--- src/rbf_pkg.sv ---
`timescale 1ns / 1ps
// ----------------------------------------------------------------------------
// rbf_pkg
// Shared types, widths and elaboration-time table builders for the Gaussian
// RBF kernel evaluator.
// ----------------------------------------------------------------------------
package rbf_pkg;

	localparam int ELEM_W   = 16;   // signed Q3.12 element
	localparam int SQ_W     = 32;   // squared difference, Q8.24
	localparam int SUM_W    = 44;   // distance sum, Q20.24
	localparam int GAMMA_W  = 16;   // unsigned Q4.12
	localparam int KV_W     = 17;   // unsigned Q1.16
	localparam int TAB_W    = 32;   // table entries, Q.31 (2^31 included)
	localparam int INT_STEPS = 16;  // integer steps of exp(-k)
	localparam int QDEPTH   = 2;    // front-to-back queue depth

	localparam logic [63:0] ONE_Q31 = 64'd1 << 31;

	// Finished distance sum handed from front to back
	typedef struct packed {
		logic [SUM_W-1:0] sum;
		logic             ovf;
	} qent_t;

	// exp(-f), f in Q.31 (0..2^31), by the alternating Taylor series, Q.31
	function automatic logic [63:0] exp_neg_series(input logic [63:0] f);
		logic [63:0] term;
		logic [63:0] pos;
		logic [63:0] neg;
		term = ONE_Q31;
		pos  = ONE_Q31;
		neg  = '0;
		for (int j = 1; j <= 30; j++) begin
			if (term != 64'd0) begin
				term = ((term * f) >> 31) / 64'(j);
				if ((j & 1) != 0)
					neg = neg + term;
				else
					pos = pos + term;
			end
		end
		return pos - neg;
	endfunction

	// exp(-k) in Q.31, built by repeated rounded products with exp(-1)
	function automatic logic [63:0] exp_int_entry(input int k);
		logic [63:0] e1;
		logic [63:0] e;
		e1 = exp_neg_series(ONE_Q31);
		e  = ONE_Q31;
		for (int i = 1; i < INT_STEPS; i++) begin
			if (i <= k)
				e = (e * e1 + (ONE_Q31 >> 1)) >> 31;
		end
		return e;
	endfunction

endpackage

--- src/rbf_front.sv ---
`timescale 1ns / 1ps
// ----------------------------------------------------------------------------
// rbf_front
// Accepts element pairs, squares their difference and keeps the saturating
// running sum; on the last pair hands the finished sum to the queue.
// ----------------------------------------------------------------------------
module rbf_front import rbf_pkg::*; (
	input  logic                     clk,
	input  logic                     arst_n,
	input  logic                     push,
	output logic                     full,
	input  logic signed [ELEM_W-1:0] elem_a,
	input  logic signed [ELEM_W-1:0] elem_b,
	input  logic                     last_element,
	output logic                     q_wr,
	output qent_t                    q_data,
	input  logic                     q_full
);

	logic signed [ELEM_W-1:0] a_s1;
	logic signed [ELEM_W-1:0] b_s1;
	logic                     last_s1;
	logic                     v_s1;
	logic [SQ_W-1:0]          sq_s2;
	logic                     last_s2;
	logic                     v_s2;
	logic [SUM_W-1:0]         sum_q;
	logic                     ovf_q;

	logic                     adv1;
	logic                     adv2;
	logic                     s2_free;
	logic                     accept;
	logic signed [ELEM_W:0]   diff;
	logic [ELEM_W-1:0]        mag;
	logic [SUM_W:0]           sum_ext;
	logic [SUM_W-1:0]         sum_new;
	logic                     ovf_new;

	// stall control: a last pair waits in stage 2 while the queue is full
	assign adv2    = v_s2 && !(last_s2 && q_full);
	assign s2_free = !v_s2 || adv2;
	assign adv1    = v_s1 && s2_free;
	assign full    = v_s1 && !s2_free;
	assign accept  = push && !full;

	// square the difference; |a-b| never exceeds 65535
	always_comb begin
		diff = (ELEM_W+1)'(a_s1) - (ELEM_W+1)'(b_s1);
		mag  = diff[ELEM_W] ? ELEM_W'(-diff) : ELEM_W'(diff);
	end

	// saturate the running sum at all ones
	always_comb begin
		sum_ext = {1'b0, sum_q} + (SUM_W+1)'(sq_s2);
		sum_new = sum_ext[SUM_W] ? {SUM_W{1'b1}} : sum_ext[SUM_W-1:0];
		ovf_new = ovf_q | sum_ext[SUM_W];
	end

	assign q_wr       = adv2 && last_s2;
	assign q_data.sum = sum_new;
	assign q_data.ovf = ovf_new;

	// stage payload
	always_ff @(posedge clk) begin
		if (accept) begin
			a_s1    <= elem_a;
			b_s1    <= elem_b;
			last_s1 <= last_element;
		end
		if (adv1) begin
			sq_s2   <= SQ_W'(mag) * SQ_W'(mag);
			last_s2 <= last_s1;
		end
	end

	// stage valids and accumulator
	always_ff @(posedge clk or negedge arst_n) begin
		if (!arst_n) begin
			v_s1  <= 1'b0;
			v_s2  <= 1'b0;
			sum_q <= '0;
			ovf_q <= 1'b0;
		end else begin
			if (accept)
				v_s1 <= 1'b1;
			else if (adv1)
				v_s1 <= 1'b0;
			if (adv1)
				v_s2 <= 1'b1;
			else if (adv2)
				v_s2 <= 1'b0;
			if (adv2) begin
				if (last_s2) begin
					sum_q <= '0;
					ovf_q <= 1'b0;
				end else begin
					sum_q <= sum_new;
					ovf_q <= ovf_new;
				end
			end
		end
	end

endmodule

--- config.mk ---
export PLATFORM = sky130hd
export DESIGN_NAME = rbf_front
export DESIGN_NICKNAME = d
export VERILOG_FILES = /design/src/rbf_pkg.sv /design/src/rbf_front.sv
export SDC_FILE = /design/constraint.sdc
export NUM_CORES = 1
export LEC_CHECK = 0
export BUFFER_PORTS_ARGS = -buffer_cell sky130_fd_sc_hd__buf_2
export CORE_MARGIN = 2
export CORE_UTILIZATION = 49
export CTS_CLUSTER_DIAMETER = 80
export DETAILED_ROUTE_END_ITERATION = 10
export PLACE_DENSITY = 0.79
export SYNTH_ARGS = -nofsm -noshare
export SYNTH_HDL_FRONTEND = slang
export SYNTH_SLANG_ARGS = --single-unit
--- constraint.sdc ---
create_clock -name clk -period 8.87 [get_ports clk]
set_clock_uncertainty 0.15 [all_clocks]
set_input_delay 1.774 -clock clk [delete_from_list [all_inputs] [get_ports clk]]
set_output_delay 1.774 -clock clk [all_outputs]
set_load 0.005 [all_outputs]
==> results of run 1 <==
-- stage by stage --
step	hold slack, ns	setup TNS (ns)
floorplan	0.2503	0
detailed placement	0.2633	-1.075
global placement	0.2589	0
finish	0.2828	-0.05557
global route	0.3073	-2.063
CTS	0.2826	0
-- state kept, by name, indices dropped and copies added (netlist names) --
name     count
sum_q       44
sq_s2       31
v_s2         1
v_s1         1
a_s1        16
last_s2      1
b_s1        16
ovf_q        1
last_s1      1
-- worst max-delay path by stage --
stage	endpoint	slack (ns)	cells past startpoint
2_1_floorplan	sq_s2[31]	0.01	30
3_3_place_gp	sq_s2[31]	0.01	37
3_5_place_dp	sq_s2[31]	-0.29	32
4_1_cts	sq_s2[31]	0.003	30
5_1_grt	sq_s2[30]	-0.39	33
6_report	sq_s2[30]	-0.06	30
-- kinds of logic (layout without fill, tap and decap cells) --
group / after synthesis / after routing / synth area share
flops: 112 / 112 / 0.2186
mux: 5 / 5 / 0.003847
xor+xnor: 88 / 88 / 0.05534
compound gates: 309 / 309 / 0.1513
simple gates: 393 / 393 / 0.1274
fa+ha+maj: 310 / 310 / 0.3576
buf+inv: 326 / 506 / 0.08594
-- Yosys cell counts (all sizes together), types with 16 or more instances --
cell	number
inv	278
fa	165
ha	145
nand2	134
nor2	123
a21oi	69
edfxtp	65
xnor2	63
o21ai	49
dfrtp	47
a21o	46
clkbuf	37
a22o	30
xor2	24
nand3	21
o21a	19
nand2b	17
nand4	16
nor3	16
-- worst max-delay path: cells and delay by family (launching register included) --
family | cells | cell delay (ns)
fa+ha+maj | 8 | 3.90
compound gates | 12 | 2.46
simple gates | 4 | 1.24
buf+inv | 5 | 0.47
flops | 1 | 0.37
xor+xnor | 1 | 0.08
-- repair_timing --
item                       in CTS  in global routing
buffers inserted               18                 24
setup endpoints to repair       6                 11
cloned                          0                  0
pin swaps                      15                 57
gates resized for setup        24                 95
-- routing by layer --
layer / vias up / share of wire / GRT usage
li1: 5486 / - / -
met1: 5650 / 0.42 / 0.2792
met2: 449 / 0.48 / 0.3831
met3: 105 / 0.058 / 0.03590
met4: 0 / 0.040 / 0.08229
met5: - / 0 / 0
-- final cells by class --
type | instances | area (µm²) | area share
well taps | 384 | 480.5 | 0.02862
multi-input cells | 1105 | 10460 | 0.6231
flip-flops and latches | 112 | 3128 | 0.1863
clock buffers | 10 | 239.0 | 0.01423
repair buffers | 205 | 1348 | 0.08027
clock inverters | 6 | 60.06 | 0.003577
inverters | 285 | 1072 | 0.06387
==> results.py, run 1 <==
metrics = {
    "timing": {
        "timing.fmax_mhz": 112.0,
        "maxSlewViolCount": 0,
        "finalHoldViolCount": 0,
        "period_minus_slack_ns": 8.926,
        "rsz0062_at_grt": "true",
        "finalSetupViolations": 1,
        "finalCritPeriodShare": 1.006,
        "worst_slack_ns": -0.05557,
        "worst_pin_slew_ns": 1.095,
        "slew_headroom": 0.2701,
    },
    "yosys": {
        "syn_inst": 1543,
        "yosys-top-cells-area": "fa_1 23%, edfxtp_1 14%, ha_1 13%",
        "ys_types": 74,
        "synth-edff-count": 65,
        "ys_ff_latch": 112,
        "synth_nets": 1890,
        "async_flop_share": 0.4196,
        "ys_warn_count": 0,
        "synth_top_area_share": 0.2308,
        "syn_area_um2": 14310,
        "synth.avg_cell_area_um2": 9.275,
        "synth_ff_type": "edfxtp_1",
        "synth_top_area_cell": "fa_1",
        "ys_seq_area_frac": 0.2186,
    },
    "grt": {
        "grt_pass1_vias": 11790,
        "grt_max_degree": 48,
        "antenna_found_initial": 0,
        "grt-ovfl-total": 0,
        "grtUsageTotal": 0.2213,
        "grt_pass1_wl_um": 55260,
    },
    "layout": {
        "nets": 2065,
        "layout-drive-gt1-share": 0.2002,
        "antenna_cells": 0,
        "mostFrequentLayoutCell": "inv_1",
        "final_cells": 2107,
        "syn_to_final_growth_pct": 17.31,
        "final_cell_area_um2": 16790,
        "fillers": 2319,
        "layout_common_cells": "271 x inv_1, 161 x fa_1, 133 x ha_1, 126 x nand2_1, 116 x buf_4",
        "final_util": 0.5849,
    },
    "critical_path": {
        "crit_path_max_incr_delay_ns": 0.59,
        "reg2reg_from": "a_s1[3]",
        "worst_r2r_path_depth": 30,
        "startpoint_type": "flop",
        "cp_max_fo": 5,
        "r2r-end": "sq_s2[30]",
        "cp.required_ns": 8.86,
        "end_kind": "flop",
        "cpMostUsedCell": "fa_1",
        "crit_type": "flop to flop",
        "crit_start": "a_s1[3]",
        "slowest_stage": "fa_1",
        "cp.arrival_ns": 8.91,
        "regToRegSetupSlack_ns": -0.06,
    },
    "clocking": {
        "cts_buffers": 9,
        "cts_tree": "done",
        "cts-root-buf": "clkbuf_16",
        "clk_latency_ns": 0.38,
        "cts-htree-levels": 3,
        "cts_sinks": 112,
        "hold_buffers": 0,
        "cts.clk_slew.worst_paths_ns": 0.08,
        "clockBufferDepth": 2,
    },
    "routing": {
        "post_drt_wl_per_cell_um": 16.28,
        "firstDrtPassIters": 5,
        "via_per_inst": 5.548,
        "drc": 0,
        "wl_um": 34290,
        "ant_nets": 0,
        "dr_total_vias": 11690,
        "drt-initial-drc-count": 718,
    },
    "place": {
        "postPlaceCellArea_um2": 15670,
        "port_buffers": 83,
        "dpl.hpwl_um": 26690,
        "pre_cts_ws_ns": -0.2858,
        "place_congestion": 0.9225,
        "post-place-cells": 2049,
    },
    "worst_hold_path": {
        "hold_end": "last_s2",
        "min_from": "last_s1",
        "hold_depth": 0,
        "hp-class": "flop to flop",
    },
    "die": {
        "die_h_um": 174.9,
        "die_width_um": 174.9,
        "io_pins": 84,
        "start_util": 0.4986,
        "die_area_um2": 30590,
        "placementRows": 62,
        "core_um2": 28700,
    },
    "outcome": {
        "status": "complete, but fails checks",
        "violations": "negative setup slack",
    },
    "job": {
        "maxCapViolCount": 0,
    },
}
Power of run 1 is not shown: default switching activity piles up to over one toggle a cycle in this logic, so the estimate is an artifact.
==> run 2, diff against run 1 <==
--- a/config.mk
+++ b/config.mk
@@ -6,6 +6,7 @@
 export NUM_CORES = 1
 export LEC_CHECK = 0
 export BUFFER_PORTS_ARGS = -buffer_cell sky130_fd_sc_hd__buf_2
+export CORE_ASPECT_RATIO = 0.75
 export CORE_MARGIN = 2
 export CORE_UTILIZATION = 49
 export CTS_CLUSTER_DIAMETER = 80
==> run 2 against run 1 <==
The run still ends with negative setup slack left. First-iteration DRC count up 30%. Die area is essentially flat. Via count grew 2.0%. Final cell count is 1.9% higher. Design area grew 1.5%. Flip-flop and latch count unchanged. Clock-buffer cell count grew 2. Setup slack got worse by 0.088 ns. Sequential share of layout area fell by 0.28 points.
==> results.py, run 2 (synthesis gave the netlist of run 1 again) <==
metrics = {
    "die": {
        "placementRows": 54,
        "start_util": 0.4949,
        "die_h_um": 152.0,
        "io_pins": 84,
        "die_area_um2": 30600,
        "die_width_um": 201.3,
        "core_um2": 28920,
    },
    "routing": {
        "wl_um": 36040,
        "via_per_inst": 5.556,
        "dr_total_vias": 11920,
        "ant_nets": 0,
        "drt-initial-drc-count": 931,
        "post_drt_wl_per_cell_um": 16.79,
        "firstDrtPassIters": 7,
        "drc": 0,
    },
    "grt": {
        "grt_max_degree": 48,
        "grt_pass1_wl_um": 60360,
        "grtUsageTotal": 0.2414,
        "grt_pass1_vias": 12610,
        "antenna_found_initial": 1,
        "grt-ovfl-total": 0,
    },
    "layout": {
        "multiInputGateArea_um2": 10480,
        "top_register": "sum_q",
        "antenna_cells": 0,
        "nets": 2096,
        "largest_register_ffs": 44,
        "seq_area_um2": 3128,
        "layout_common_cells": "267 x inv_1, 161 x fa_1, 146 x buf_4, 131 x ha_1, 128 x nand2_1",
        "mostFrequentLayoutCell": "inv_1",
        "reg_top3": "sum_q x44, sq_s2 x31",
        "final_util": 0.5893,
        "final_cells": 2146,
        "fillers": 2360,
        "layout-drive-gt1-share": 0.2149,
        "syn_to_final_growth_pct": 19.08,
    },
    "place": {
        "port_buffers": 83,
        "post-place-cells": 2093,
        "place_congestion": 0.9152,
        "dpl.hpwl_um": 27790,
    },
    "clocking": {
        "cts.clk_slew.worst_paths_ns": 0.08,
        "cts-htree-levels": 3,
        "cts-root-buf": "clkbuf_16",
        "cts_sinks": 112,
        "clk_latency_ns": 0.38,
        "clockBufferDepth": 2,
        "cts_buffers": 9,
        "cts_tree": "done",
    },
    "job": {
        "maxCapViolCount": 0,
    },
    "outcome": {
        "violations": "negative setup slack",
        "status": "complete, but fails checks",
    },
    "timing": {
        "finalSetupViolations": 5,
        "timing.fmax_mhz": 110.9,
        "finalSetupTns_ns": -0.4977,
        "period_minus_slack_ns": 9.013,
        "finalHoldViolCount": 0,
        "holdWs_ns": 0.2741,
        "rsz0062_at_grt": "true",
        "worst_pin_slew_ns": 0.9738,
        "slew_headroom": 0.3479,
        "finalCritPeriodShare": 1.016,
        "worst_slack_ns": -0.1432,
        "maxSlewViolCount": 0,
    },
    "critical_path": {
        "slowest_stage": "or4b_4",
        "cp.required_ns": 8.86,
        "startpoint_type": "flop",
        "cpMostUsedCell": "fa_1",
        "cp.arrival_ns": 9.00,
        "cp_max_fo": 5,
        "crit_type": "flop to flop",
        "end_kind": "flop",
        "crit_path_max_incr_delay_ns": 0.55,
    },
    "worst_hold_path": {
        "hp-class": "flop to flop",
    },
}
-- run 2: cell types whose count changed in the layout (fill, tap and decap cells not counted), moves of 3 or more --
cell	before	now
buf_4	116	146
o21ai_2	9	5
inv_1	271	267
a21oi_1	65	62
nand2b_1	13	17
nand2b_4	4	0
a21oi_2	4	7
-- run 2: through the flow --
step	setup slack [ns]	instance area, µm²
floorplan	0.01161	14330
global placement	-0.1320	15950
detailed placement	-0.5633	15950
CTS	0.004377	16660
global route	-0.4830	17040
finish	-0.1432	17040
-- run 2: layout make-up --
type | count | share of cell area
timing repair buffer | 236 | 0.09332
sequential | 112 | 0.1836
clock inverter | 4 | 0.001762
clock buffer | 12 | 0.01446
multi-input combinational | 1105 | 0.6151
tap | 392 | 0.02878
inverter | 285 | 0.06307
-- run 2: path summary, 6_finish.rpt --
path	end	start	depth (start not counted)	slack, ns
setup / recovery	sq_s2[30]	a_s1[0]	36	-0.14
hold / removal	last_s2	last_s1	0	0.27
setup reg to reg	sq_s2[30]	a_s1[0]	36	-0.14
hold reg to reg	last_s2	last_s1	0	0.27
max in group asynchronous	sum_q[39]	arst_n	2	6.78
min in group asynchronous	sum_q[2]	arst_n	2	1.34
-- run 2: critical path, delay by kind of cell (launching register included) --
kind	cells	cell delay [ns]
adders and majority gates	9	3.47
AOI/OAI and AO/OA	10	2.14
and+or+nand+nor	8	1.85
buffers and inverters	7	0.57
DFF	1	0.36
xor gates and xnor gates	2	0.25
-- run 2: what timing repair did --
action                                  4_1_cts  5_1_grt
setup buffers                                25       13
hold buffers                                  0        0
pin swaps                                    59       60
endpoints found under the setup margin        9       12
gates resized for setup                      54       70
-- run 2: per-layer routing --
metal	routed length [µm]	track usage	share of wire	vias to the layer above
met5	0	0	0	-
met4	763	0.06898	0.021	0
met3	2592	0.04547	0.072	67
met2	17740	0.4097	0.49	424
met1	14940	0.3164	0.41	5893
li1	-	-	-	5540
Power of run 2 is left out for the same reason.
