`config.mk`:
```
export PLATFORM = sky130hd
export DESIGN_NAME = rbf_fifo
export DESIGN_NICKNAME = d
export VERILOG_FILES = /design/src/rbf_pkg.sv /design/src/rbf_fifo.sv
export SDC_FILE = /design/constraint.sdc
export NUM_CORES = 1
export LEC_CHECK = 0
export BUFFER_PORTS_ARGS = -buffer_cell sky130_fd_sc_hd__buf_4
export CAP_MARGIN = 10
export CORE_UTILIZATION = 53
export CTS_CLUSTER_DIAMETER = 40
export DETAILED_ROUTE_END_ITERATION = 8
export PLACE_DENSITY = 0.8
export SYNTH_ARGS = -nofsm -noshare
export SYNTH_HDL_FRONTEND = slang
export SYNTH_SLANG_ARGS = --single-unit
```
`constraint.sdc`:
```
create_clock -name clk -period 4.5 [get_ports clk]
set_input_delay 0.45 -clock clk [delete_from_list [all_inputs] [get_ports clk]]
set_output_delay 0.45 -clock clk [all_outputs]
set_load 0.01 [all_outputs]
```
`src/rbf_pkg.sv`:
```
`timescale 1ns / 1ps
// ----------------------------------------------------------------------------
// rbf_pkg
// Shared types, widths and elaboration-time table builders for the Gaussian
// RBF kernel evaluator.
// ----------------------------------------------------------------------------
package rbf_pkg;

	localparam int ELEM_W   = 16;   // signed Q3.12 element
	localparam int SQ_W     = 32;   // squared difference, Q8.24
	localparam int SUM_W    = 44;   // distance sum, Q20.24
	localparam int GAMMA_W  = 16;   // unsigned Q4.12
	localparam int KV_W     = 17;   // unsigned Q1.16
	localparam int TAB_W    = 32;   // table entries, Q.31 (2^31 included)
	localparam int INT_STEPS = 16;  // integer steps of exp(-k)
	localparam int QDEPTH   = 2;    // front-to-back queue depth

	localparam logic [63:0] ONE_Q31 = 64'd1 << 31;

	// Finished distance sum handed from front to back
	typedef struct packed {
		logic [SUM_W-1:0] sum;
		logic             ovf;
	} qent_t;

	// exp(-f), f in Q.31 (0..2^31), by the alternating Taylor series, Q.31
	function automatic logic [63:0] exp_neg_series(input logic [63:0] f);
		logic [63:0] term;
		logic [63:0] pos;
		logic [63:0] neg;
		term = ONE_Q31;
		pos  = ONE_Q31;
		neg  = '0;
		for (int j = 1; j <= 30; j++) begin
			if (term != 64'd0) begin
				term = ((term * f) >> 31) / 64'(j);
				if ((j & 1) != 0)
					neg = neg + term;
				else
					pos = pos + term;
			end
		end
		return pos - neg;
	endfunction

	// exp(-k) in Q.31, built by repeated rounded products with exp(-1)
	function automatic logic [63:0] exp_int_entry(input int k);
		logic [63:0] e1;
		logic [63:0] e;
		e1 = exp_neg_series(ONE_Q31);
		e  = ONE_Q31;
		for (int i = 1; i < INT_STEPS; i++) begin
			if (i <= k)
				e = (e * e1 + (ONE_Q31 >> 1)) >> 31;
		end
		return e;
	endfunction

endpackage

```
`src/rbf_fifo.sv`:
```
`timescale 1ns / 1ps
// ----------------------------------------------------------------------------
// rbf_fifo
// Short queue of finished distance sums between the accumulating front end
// and the exp back end.
// ----------------------------------------------------------------------------
module rbf_fifo import rbf_pkg::*; (
	input  logic  clk,
	input  logic  arst_n,
	input  logic  wr_en,
	input  qent_t wr_data,
	output logic  wr_full,
	input  logic  rd_en,
	output qent_t rd_data,
	output logic  rd_empty
);

	localparam int PTR_W = (QDEPTH > 1) ? $clog2(QDEPTH) : 1;
	localparam int CNT_W = $clog2(QDEPTH + 1);

	qent_t              mem_q [QDEPTH];
	logic [PTR_W-1:0]   wr_ptr_q;
	logic [PTR_W-1:0]   rd_ptr_q;
	logic [CNT_W-1:0]   count_q;
	logic               do_wr;
	logic               do_rd;

	assign wr_full  = (count_q == CNT_W'(QDEPTH));
	assign rd_empty = (count_q == '0);
	assign do_wr    = wr_en && !wr_full;
	assign do_rd    = rd_en && !rd_empty;
	assign rd_data  = mem_q[rd_ptr_q];

	// store words
	always_ff @(posedge clk) begin
		if (do_wr)
			mem_q[wr_ptr_q] <= wr_data;
	end

	// advance pointers and fill count
	always_ff @(posedge clk or negedge arst_n) begin
		if (!arst_n) begin
			wr_ptr_q <= '0;
			rd_ptr_q <= '0;
			count_q  <= '0;
		end else begin
			if (do_wr)
				wr_ptr_q <= (wr_ptr_q == PTR_W'(QDEPTH - 1)) ? '0 : wr_ptr_q + 1'b1;
			if (do_rd)
				rd_ptr_q <= (rd_ptr_q == PTR_W'(QDEPTH - 1)) ? '0 : rd_ptr_q + 1'b1;
			case ({do_wr, do_rd})
				2'b10:   count_q <= count_q + 1'b1;
				2'b01:   count_q <= count_q - 1'b1;
				default: count_q <= count_q;
			endcase
		end
	end

endmodule

```
==> summary.txt, run 1 <==
outcome: finished, violations left
failing checks: DRC
Gate power share: 0.340
die area: 7210 um^2
global-route wire length before repair: 8.87 mm
Net Sw Power: 0.815 mW
# Post-CTS Setup Buffers: 0
DR DRC count: 6
HP Class: in2reg
wire per inst: 16.4 um
ant diodes: 0
initial antenna violation count: 0
Die Height: 84.9 um
Max Clk Rate: 0.381 GHz
EDFF count, synth: 90
R2R Path End: mem_q[0][23]
minimum clock period after layout: 2.62 ns
sequential-to-total area share from yosys stat: 0.769
MaxCap Viol Count: 0
starting density of the core: 0.561
Req. time, crit path: 4.05 ns
Power Density: 639 nW/um^2
Reg-to-Reg Start: count_q[0]
Synth cell types: 15
critical path class: reg2out
row cnt: 29
Worst slew margin: 0.314
Core Area: 6490 um^2
FF-to-FF setup slack: 2.47 ns
CTS buffer count: 9
Critical Path Fanout Max: 27
Post-Syn Area: 3640 um^2
vias per cell: 4.92
sequential power share: 0.440
I/O Pins: 96
CTS root buffer: clkbuf_8
final setup fails: 0
largest area contributor in the netlist: edfxtp_1
GR Util All Layers: 0.167
cts repair resizes: 0
endpoints failing hold: 0
Worst Setup Start Kind: flop
CP arrival: 2.17 ns
clk buf depth: 2
half-perimeter wire length after placement: 3.81 mm
Worst Reg2Reg Path Length in Cells: 4
Post-synth top cells: edfxtp_1 (90), mux2_4 (39), mux2_2 (6)
GRT Residual Overflow: 0
antenna-violating nets left: 0
layout cells sized above 1: 0.607
Nets: 312
Final Cycle Share: 0.583
H-tree levels: 3
flops & latches, synth: 94
Yosys top cell area share: 0.742
clock skew: 0.00803 ns
top-count cell post-synth: edfxtp_1
total wire length: 5.63 mm
Pleak: 1.87 nW
CP endpoint: rd_data[22]
clock sinks: 94
first drt pass iteration count: 6
initial drt markers: 89
Power Internal: 2.15 mW
syn_nets: 208
clock network power share: 0.220
Layout Area Growth over Synthesis: 27.4%
placed inst area: 4390 um^2
largest net degree at the start of global routing: 46
final std cells w/o fill: 344
Die Wd: 84.9 um
Setup crit end kind: output port
Slew Limit Fails: 0
Setup TNS Final: 0 ns
YS warnings: 0
Critical Path Start: rd_ptr_q
total vias in the final route: 1692
peak supply drop: 376 uV
Clock Latency Late Sink: 0.34 ns
syn avg cell area: 23.1 um^2
CTS tree: yes
Layout fillers: 423
Post-Syn Instances: 158
clock-pin transition on the worst setup and hold timing paths: 0.09 ns
vias in the first global route: 1852
port bufs: 95
unrepaired setup endpoints after global routing: false
gp weighted congestion: 0.716
hold_ws: 0.286 ns
Most used DFF post-synth: edfxtp_1
Post-Place Cells: 327
Synth async-reset ratio: 0.0426
Slew @ Worst Pin: 1.03 ns
final instance area: 4640 um^2
Net Sw Frac: 0.275
Synth area leaders: edfxtp_1 (74%), mux2_4 (16%), dfrtp_1 (2.7%), buf_12 (2.2%), mux2_2 (1.9%)
==> logic make-up (layout without fill, tap and decap cells) <==
group | after synthesis | count (layout) | share of synthesized area
simple gates | 7 | 7 | 0.00996
fa+ha+maj | 1 | 1 | 0.00343
xor+xnor | 5 | 5 | 0.0120
buf+inv | 6 | 115 | 0.0261
flops | 94 | 94 | 0.769
mux | 45 | 45 | 0.179
==> stage by stage <==
stage / total power, mW / utilization / setup slack [ns]
detailed placement: 2.35 / 0.675 / 2.21
global placement: 2.33 / 0.675 / 2.21
floorplan: 2.01 / - / 1.52
CTS: 3.00 / 0.715 / 1.84
finish: 2.97 / 0.715 / 1.88
global route: 3.11 / 0.715 / 1.73
==> flip-flops by register name (all words and copies together), names as in the netlist <==
register / flops
mem_q: 90
count_q: 2
rd_ptr_q: 1
wr_ptr_q: 1
==> layer usage <==
layer	wire, um	share of wire	vias to the layer above	global-route usage
li1	-	-	822	-
met2	2870	0.51	56	0.286
met4	53	0.0094	0	0.0693
met3	353	0.063	5	0.0467
met1	2350	0.42	809	0.201
met5	0	0	-	0
==> power by group through the flow <==
stage / Combinational, mW / Sequential, mW / Clock [mW]
2_1_floorplan: 0.738 / 1.27 / 0
3_3_place_gp: 1.02 / 1.31 / 0
3_5_place_dp: 1.02 / 1.33 / 0
4_1_cts: 1.03 / 1.31 / 0.665
5_1_grt: 1.08 / 1.33 / 0.697
6_report: 1.01 / 1.30 / 0.654
==> layout by cell type, fill, tap and decap left out <==
cell	instances
clkbuf_8	9
inv_6	1
dlygate4sd3_1	1
nor2_4	1
nor2b_2	1
mux2_2	6
edfxtp_1	90
ha_1	1
inv_1	1
mux2_4	39
nand2_1	1
xnor2_1	3
buf_4	97
xor2_1	2
dfrtp_2	1
and3_2	1
bufinv_16	3
dfrtp_1	3
clkinv_4	2
nand2b_1	1
clkinv_2	1
nor2_1	2
==> worst max-delay path: stages, from the launching register on <==
cell and delay [ns]:
dfrtp_2 0.76, buf_4 0.52, mux2_2 0.39, buf_4 0.14
==> area by class of cell <==
type,count,area [um^2],area share
Timing Repair Buffer,98,738,0.159
Clock inverter,7,121,0.0261
Tap cell,77,96.3,0.0208
Clock buffer,9,124,0.0267
Multi-Input combinational cell,58,754,0.163
Inverter,1,3.75,0.000809
Sequential cell,94,2800,0.604
==> worst min path at each step <==
stage                 from            to  slack (ns)  cells after the start
4_1_cts        wr_data[10]  mem_q[0][10]        0.27                      1
6_report       wr_data[12]  mem_q[1][12]        0.29                      1
5_1_grt        wr_data[39]  mem_q[0][39]        0.27                      1
2_1_floorplan       arst_n    count_q[0]        0.15                      0
3_5_place_dp        arst_n    count_q[1]        0.25                      1
3_3_place_gp        arst_n    count_q[1]        0.25                      1
==> repair_timing <==
action	in CTS	in global routing
setup endpoints to repair	0	0
hold endpoints to repair	4	0
hold buffers	1	0
No activity file was read; power rests on OpenSTA's default activity.
==> run 2: changes to the inputs <==
--- a/config.mk
+++ b/config.mk
@@ -5,12 +5,13 @@
 export SDC_FILE = /design/constraint.sdc
 export NUM_CORES = 1
 export LEC_CHECK = 0
+export ABC_AREA = 1
 export BUFFER_PORTS_ARGS = -buffer_cell sky130_fd_sc_hd__buf_4
 export CAP_MARGIN = 10
-export CORE_UTILIZATION = 53
+export CORE_UTILIZATION = 46
 export CTS_CLUSTER_DIAMETER = 40
 export DETAILED_ROUTE_END_ITERATION = 8
-export PLACE_DENSITY = 0.8
+export PLACE_DENSITY = 0.74
 export SYNTH_ARGS = -nofsm -noshare
 export SYNTH_HDL_FRONTEND = slang
 export SYNTH_SLANG_ARGS = --single-unit
==> constraint.sdc (replaced) <==
create_clock -name clk -period 2.4 [get_ports clk]
set_input_delay 0.24 -clock clk [delete_from_list [all_inputs] [get_ports clk]]
set_output_delay 0.24 -clock clk [all_outputs]
set_load 0.01 [all_outputs]
==> run 2 against run 1 <==
  * The flow now finishes without violations
  * Synthesized cell count up 69%
  * Die area grew 11%
  * Total power increased by 81%
  * Clock power is 67% higher
  * Final area fell by 1.8%
  * Routed wire length rose by 11%
  * Largest cell class unchanged
==> summary.txt, run 2 <==
Net Sw Frac: 0.328 (was 0.275)
Power Density: 1180 nW/um^2 (was 639 nW/um^2)
HP Class: in2reg (unchanged)
YS warnings: 0 (unchanged)
port bufs: 95 (unchanged)
clock network power share: 0.202 (was 0.220)
Max Clk Rate: 0.523 GHz
vias in the first global route: 2087 (was 1852)
global-route wire length before repair: 9.20 mm (was 8.87 mm)
gp weighted congestion: 0.703 (was 0.716)
ant diodes: 0 (unchanged)
Layout Area Growth over Synthesis: 29.9% (was 27.4%)
largest net degree at the start of global routing: 47 (was 46)
Synth area leaders: edfxtp_1 (77%), nand2_1 (16%), dfrtp_1 (2.9%), buf_6 (0.96%), inv_1 (0.86%) (was edfxtp_1 (74%), mux2_4 (16%), dfrtp_1 (2.7%), buf_12 (2.2%), mux2_2 (1.9%))
Power Internal: 3.61 mW (was 2.15 mW)
clk buf depth: 2 (unchanged)
first drt pass iteration count: 4 (was 6)
Gate power share: 0.363 (was 0.340)
initial drt markers: 71 (was 89)
total vias in the final route: 2211 (was 1692)
CTS root buffer: clkbuf_8 (unchanged)
Yosys top cell area share: 0.770 (was 0.742)
layout cells sized above 1: 0.321 (was 0.607)
peak supply drop: 641 uV (was 376 uV)
Pleak: 1.97 nW (was 1.87 nW)
GR Util All Layers: 0.161 (was 0.167)
Post-Route Utilization: 0.622 (was 0.715)
unrepaired setup endpoints after global routing: false (unchanged)
Setup TNS Final: 0 ns (unchanged)
commonest cells after routing, fill and taps aside: nand2_1 (145), buf_4 (98), edfxtp_1 (90), clkbuf_8 (12), inv_1 (7) (was buf_4 (97), edfxtp_1 (90), mux2_4 (39), clkbuf_8 (9), mux2_2 (6))
CTS buffer count: 9 (unchanged)
hold_ws: 0.0759 ns (was 0.286 ns)
sequential-to-total area share from yosys stat: 0.799 (was 0.769)
Die Height: 89.3 um (was 84.9 um)
Post-Syn Area: 3510 um^2 (was 3640 um^2)
Slew @ Worst Pin: 0.767 ns (was 1.03 ns)
initial antenna violation count: 0 (unchanged)
half-perimeter wire length after placement: 3.98 mm (was 3.81 mm)
cts repair resizes: 0 (unchanged)
flops & latches, synth: 94 (unchanged)
commonest non-fill, non-tap cell in the layout: nand2_1 (was buf_4)
clock sinks: 94 (unchanged)
clock skew: 0.00762 ns (was 0.00803 ns)
Clock Latency Late Sink: 0.34 ns (about the same)
Die Wd: 89.3 um (was 84.9 um)
Most used DFF post-synth: edfxtp_1 (unchanged)
vias per cell: 4.67 (was 4.92)
antenna-violating nets left: 0 (unchanged)
Slew Limit Fails: 0 (unchanged)
final std cells w/o fill: 473 (was 344)
setup ws final: 0.489 ns (was 1.88 ns)
Net Sw Power: 1.76 mW (was 0.815 mW)
GRT Residual Overflow: 0 (unchanged)
total wire length: 6.23 mm (was 5.63 mm)
MaxCap Viol Count: 0 (unchanged)
H-tree levels: 3 (unchanged)
CP arrival: 1.67 ns (was 2.17 ns)
die area: 7980 um^2 (was 7210 um^2)
final instance area: 4560 um^2 (was 4640 um^2)
Setup crit end kind: output port (unchanged)
outcome: finished, final reports clean (was finished, violations left)
clock-pin transition on the worst setup and hold timing paths: 0.09 ns (about the same)
Worst slew margin: 0.488 (was 0.314)
placed inst area: 4330 um^2 (was 4390 um^2)
CTS tree: yes (unchanged)
syn avg cell area: 13.1 um^2 (was 23.1 um^2)
Post-synth top cells: nand2_1 (145), edfxtp_1 (90), inv_1 (8) (was edfxtp_1 (90), mux2_4 (39), mux2_2 (6))
Post-Place Cells: 456 (was 327)
largest area contributor in the netlist: edfxtp_1 (unchanged)
total power draw: 5.37 mW (was 2.97 mW)
top-count cell post-synth: nand2_1 (was edfxtp_1)
minimum clock period after layout: 1.91 ns
Core Area: 7330 um^2 (was 6490 um^2)
Nets: 419 (was 312)
Req. time, crit path: 2.16 ns (was 4.05 ns)
wire per inst: 13.2 um (was 16.4 um)
EDFF count, synth: 90 (unchanged)
Worst Setup Start Kind: flop (unchanged)
Synth cell types: 14 (was 15)
critical path class: reg2out (unchanged)
DR DRC count: 0 (was 6)
endpoints failing hold: 0 (unchanged)
starting density of the core: 0.479 (was 0.561)
Top Registers: mem_q x90, count_q x2 (unchanged)
row cnt: 31 (was 29)
final setup fails: 0 (unchanged)
Critical Path Fanout Max: 46 (was 27)
Post-Syn Instances: 267 (was 158)
Synth async-reset ratio: 0.0426 (unchanged)
syn_nets: 317 (was 208)
pre-CTS setup slack: 0.789 ns (was 2.21 ns)
Final Cycle Share: 0.796
Top reg by flops: mem_q (unchanged)
sequential power share: 0.435 (was 0.440)
max reg flops: 90 (unchanged)
I/O Pins: 96 (unchanged)
-- run 2: cell count changes in the layout (fill, tap and decap cells not counted), moves of 2 or more --
cell	before	now
xnor2_1	3	1
mux2_2	6	0
clkbuf_8	9	12
inv_2	0	3
bufinv_16	3	1
nand3_1	0	3
xor2_1	2	0
nand2_1	1	145
mux2_4	39	0
clkinvlp_4	0	2
inv_1	1	7
-- run 2: critical path: stages (launching register included) --
cell and delay (ns):
dfrtp_2 0.41, inv_2 0.55, nand2_1 0.10, nand2_1 0.12, buf_4 0.12
-- run 2: per-layer routing --
| metal | vias to the layer above | track usage | part of all wire |
|---|---|---|---|
| met1 | 1031 | 0.190 | 0.42 |
| li1 | 1091 | - | - |
| met4 | 0 | 0.0649 | 0.012 |
| met5 | - | 0 | 0 |
| met3 | 8 | 0.0416 | 0.062 |
| met2 | 81 | 0.282 | 0.51 |
-- run 2: path summary, 6_finish.rpt --
kind,from,to,slack (ns),depth (start not counted)
setup / recovery,rd_ptr_q,rd_data[13],0.49,4
hold / removal,wr_data[6],mem_q[0][6],0.08,1
setup reg to reg,count_q[1],mem_q[0][10],0.79,6
hold reg to reg,count_q[1],count_q[1],0.48,2
max in group asynchronous,arst_n,rd_ptr_q,2.06,2
min in group asynchronous,arst_n,wr_ptr_q,0.22,2
-- run 2: what timing repair did --
action / CTS / global route
setup endpoints to repair: 0 / 0
hold buffers: 1 / 0
hold endpoints to repair: 4 / 0
buffers inserted: 0 / 0
-- run 2: power by group through the flow --
stage / sequential, mW / combinational (mW) / clock, mW
finish: 2.34 / 1.95 / 1.09
global route: 2.37 / 2.18 / 1.17
CTS: 2.34 / 1.99 / 1.10
detailed placement: 2.37 / 1.98 / 0
global placement: 2.36 / 1.95 / 0
floorplan: 2.36 / 1.09 / 0
-- run 2: cell families (layout without fill, tap and decap cells) --
kind of cell,count (synthesis),count (layout),share of synthesized area
AOI/OAI and AO/OA,1,1,0.00143
xor gates and xnor gates,1,1,0.00250
adders and majority gates,1,1,0.00357
buffers and inverters,19,126,0.0303
DFF,94,94,0.799
and+or+nand+nor,151,151,0.163
-- run 2: cell type report --
type | instances | area, um^2
Clock buffer | 12 | 165
Clock inverter | 4 | 53.8
Fill cell | 568 | 2770
Inverter | 10 | 37.5
Multi-Input combinational cell | 154 | 607
Sequential cell | 94 | 2800
Tap cell | 99 | 124
Timing Repair Buffer | 100 | 766
==> run 3: changes to the inputs <==
==> constraint.sdc (replaced) <==
create_clock -name clk -period 1.6 [get_ports clk]
set_input_delay 0.16 -clock clk [delete_from_list [all_inputs] [get_ports clk]]
set_output_delay 0.16 -clock clk [all_outputs]
set_load 0.01 [all_outputs]
==> run 3 against run 2 <==
  * Global-route usage up 2.2 points
  * Routed wire length up 9.9%
  * Core utilization up 6.7 points
  * First-iteration DRC count up 17%
  * Clock power up 29%
  * Sequential power up 50%
  * Flip-flop and latch count unchanged
  * Cell count up 11%
  * Critical path depth up 1
  * Worst setup slack worse by 0.40 ns
  * Critical path type unchanged
  * Critical endpoint is now rd_data[22]
==> summary.txt, run 3 (same netlist as run 2, synthesis figures left out) <==
outcome: finished, final reports clean (unchanged)
CP endpoint: rd_data[22] (was rd_data[13])
Clock Latency Late Sink: 0.35 ns (was 0.34 ns)
top routing layer in use: met4 (unchanged)
critical path class: reg2out (unchanged)
CTS buffer count: 9 (unchanged)
clk buf depth: 2 (unchanged)
vias per cell: 4.60 (was 4.67)
Setup TNS Final: 0 ns (unchanged)
commonest non-fill, non-tap cell in the layout: nand2_1 (unchanged)
Worst Reg2Reg Path Length in Cells: 6 (unchanged)
port bufs: 95 (unchanged)
R2R Path End: count_q[1] (was mem_q[0][10])
CTS root buffer: clkbuf_8 (unchanged)
Die Height: 89.3 um (unchanged)
Slew @ Worst Pin: 0.329 ns (was 0.767 ns)
DR DRC count: 0 (unchanged)
FF-to-FF setup slack: 0.12 ns (was 0.79 ns)
I/O Pins: 96 (unchanged)
Nets: 469 (was 419)
Top Registers: mem_q x90, count_q x2 (unchanged)
final setup fails: 0 (unchanged)
MaxCap Viol Count: 0 (unchanged)
antenna-violating nets left: 0 (unchanged)
Final Cycle Share: 0.942
Critical Path Start: rd_ptr_q (unchanged)
largest net degree at the start of global routing: 31 (was 47)
starting density of the core: 0.479 (unchanged)
half-perimeter wire length after placement: 4.25 mm (was 3.98 mm)
die area: 7980 um^2 (unchanged)
wire per inst: 13.1 um (was 13.2 um)
Net Sw Power: 2.80 mW (was 1.76 mW)
HP Class: in2reg (unchanged)
Net Sw Frac: 0.343 (was 0.328)
total vias in the final route: 2405 (was 2211)
ant diodes: 0 (unchanged)
Met2 Wirelength: 3.64 mm (was 3.16 mm)
final std cells w/o fill: 523 (was 473)
Power Internal: 5.36 mW (was 3.61 mW)
Critical Path Fanout Max: 30 (was 46)
global-route wire length before repair: 10.5 mm (was 9.20 mm)
max reg flops: 90 (unchanged)
setup ws final: 0.0930 ns (was 0.489 ns)
peak supply drop: 853 uV (was 641 uV)
WL met3: 380 um (was 384 um)
Core Area: 7330 um^2 (unchanged)
Layout fillers: 516 (was 568)
Worst slew margin: 0.779 (was 0.488)
first drt pass iteration count: 5 (was 4)
total wire length: 6.85 mm (was 6.23 mm)
vias in the first global route: 2271 (was 2087)
initial antenna violation count: 0 (unchanged)
Worst path slowest cell: dfrtp_2 (was inv_2)
Pleak: 2.17 nW (was 1.97 nW)
Reg-to-Reg Start: count_q[0] (was count_q[1])
CTS tree: yes (unchanged)
GR Util All Layers: 0.183 (was 0.161)
Die Wd: 89.3 um (unchanged)
initial drt markers: 83 (was 71)
CP cell instances: inv_2, buf_12, nand2_1, nand2_1, buf_4 (was inv_2, nand2_1, nand2_1, buf_4)
Slew Limit Fails: 0 (unchanged)
layout cells sized above 1: 0.302 (was 0.321)
Worst path most repeated cell: nand2_1 (unchanged)
Max Clk Rate: 0.664 GHz
gp weighted congestion: 0.809 (was 0.703)
CP arrival: 1.35 ns (was 1.67 ns)
Gate power share: 0.396 (was 0.363)
Setup crit end kind: output port (unchanged)
Top reg by flops: mem_q (unchanged)
clock skew: 0.00675 ns (was 0.00762 ns)
M1 WL: 2.74 mm (was 2.60 mm)
Layout Area Growth over Synthesis: 44.0% (was 29.9%)
endpoints failing hold: 0 (unchanged)
pre-CTS setup slack: 0.137 ns (was 0.789 ns)
clock-pin transition on the worst setup and hold timing paths: 0.09 ns (about the same)
Power Density: 1620 nW/um^2 (was 1180 nW/um^2)
minimum clock period after layout: 1.51 ns
H-tree levels: 3 (unchanged)
GRT Residual Overflow: 0 (unchanged)
row cnt: 31 (unchanged)
Post-Place Cells: 460 (was 456)
commonest cells after routing, fill and taps aside: nand2_1 (144), buf_4 (100), edfxtp_1 (90), dlygate4sd3_1 (46), clkbuf_8 (9) (was nand2_1 (145), buf_4 (98), edfxtp_1 (90), clkbuf_8 (12), inv_1 (7))
Req. time, crit path: 1.44 ns (was 2.16 ns)
clock sinks: 94 (unchanged)
sequential power share: 0.431 (was 0.435)
Worst Setup Start Kind: flop (unchanged)
clock network power share: 0.173 (was 0.202)
slowest cell delay on critical path: 0.44 ns (was 0.55 ns)
==> run 3: changes by cell type in the layout (fill, tap and decap cells not counted), sizes merged <==
cell,previous run,this run
bufinv,1,0
buf,99,104
clkbuf,12,9
dlygate4sd3,1,46
inv,10,11
clkinvlp,2,5
==> run 3: worst min path at each step <==
stage | endpoint | cells past startpoint | start | slack, ns
floorplan | count_q[0] | 0 | arst_n | -0.14
global placement | count_q[0] | 1 | arst_n | -0.04
detailed placement | count_q[0] | 1 | arst_n | -0.04
CTS | mem_q[0][23] | 1 | wr_data[23] | 0.0004
global route | rd_ptr_q | 3 | rd_en | 0.08
finish | rd_ptr_q | 3 | rd_en | 0.06
==> run 3: power by group through the flow <==
stage | combinational [mW] | clock [mW] | sequential [mW]
floorplan | 1.67 | 0 | 3.53
global placement | 3.03 | 0 | 3.58
finish | 3.23 | 1.41 | 3.52
CTS | 3.25 | 1.45 | 3.52
global route | 3.59 | 1.55 | 3.56
detailed placement | 3.08 | 0 | 3.61
==> run 3: metal layers <==
metal,vias up,GRT usage
met1,1123,0.215
li1,1192,-
met5,-,0
met2,83,0.322
met4,0,0.0736
met3,7,0.0471
==> run 3: area by class of cell <==
type / instances / area [um^2] / share of cell area
clock buffer: 9 / 124 / 0.0245
clock inverter: 7 / 58.8 / 0.0116
timing repair buffer: 150 / 1280 / 0.254
tap: 99 / 124 / 0.0245
sequential: 94 / 2800 / 0.555
inverter: 10 / 41.3 / 0.00817
multi-input combinational: 154 / 617 / 0.122
==> run 3: what timing repair did <==
action / 4_1_cts / 5_1_grt
gates resized for setup: 0 / 2
setup buffers: 1 / 0
hold endpoints to repair: 92 / 2
pin swaps: 0 / 0
hold buffers: 45 / 1
setup endpoints to repair: 43 / 8
==> run 3: through the flow <==
stage | hold WS, ns | total power, mW | utilization | area [um^2]
5_1_grt | 0.0835 | 8.70 | 0.689 | 5050
2_1_floorplan | -0.136 | 5.20 | - | 3530
3_5_place_dp | -0.0409 | 6.70 | 0.599 | 4390
6_report | 0.0634 | 8.16 | 0.689 | 5050
4_1_cts | 0.000440 | 8.21 | 0.687 | 5030
3_3_place_gp | -0.0417 | 6.61 | 0.599 | 4390
==> run 3: critical path: cells and delay by family (launching register included) <==
| kind | cells | cell delay, ns |
|---|---|---|
| flops | 1 | 0.44 |
| buf+inv | 3 | 0.40 |
| simple gates | 2 | 0.16 |
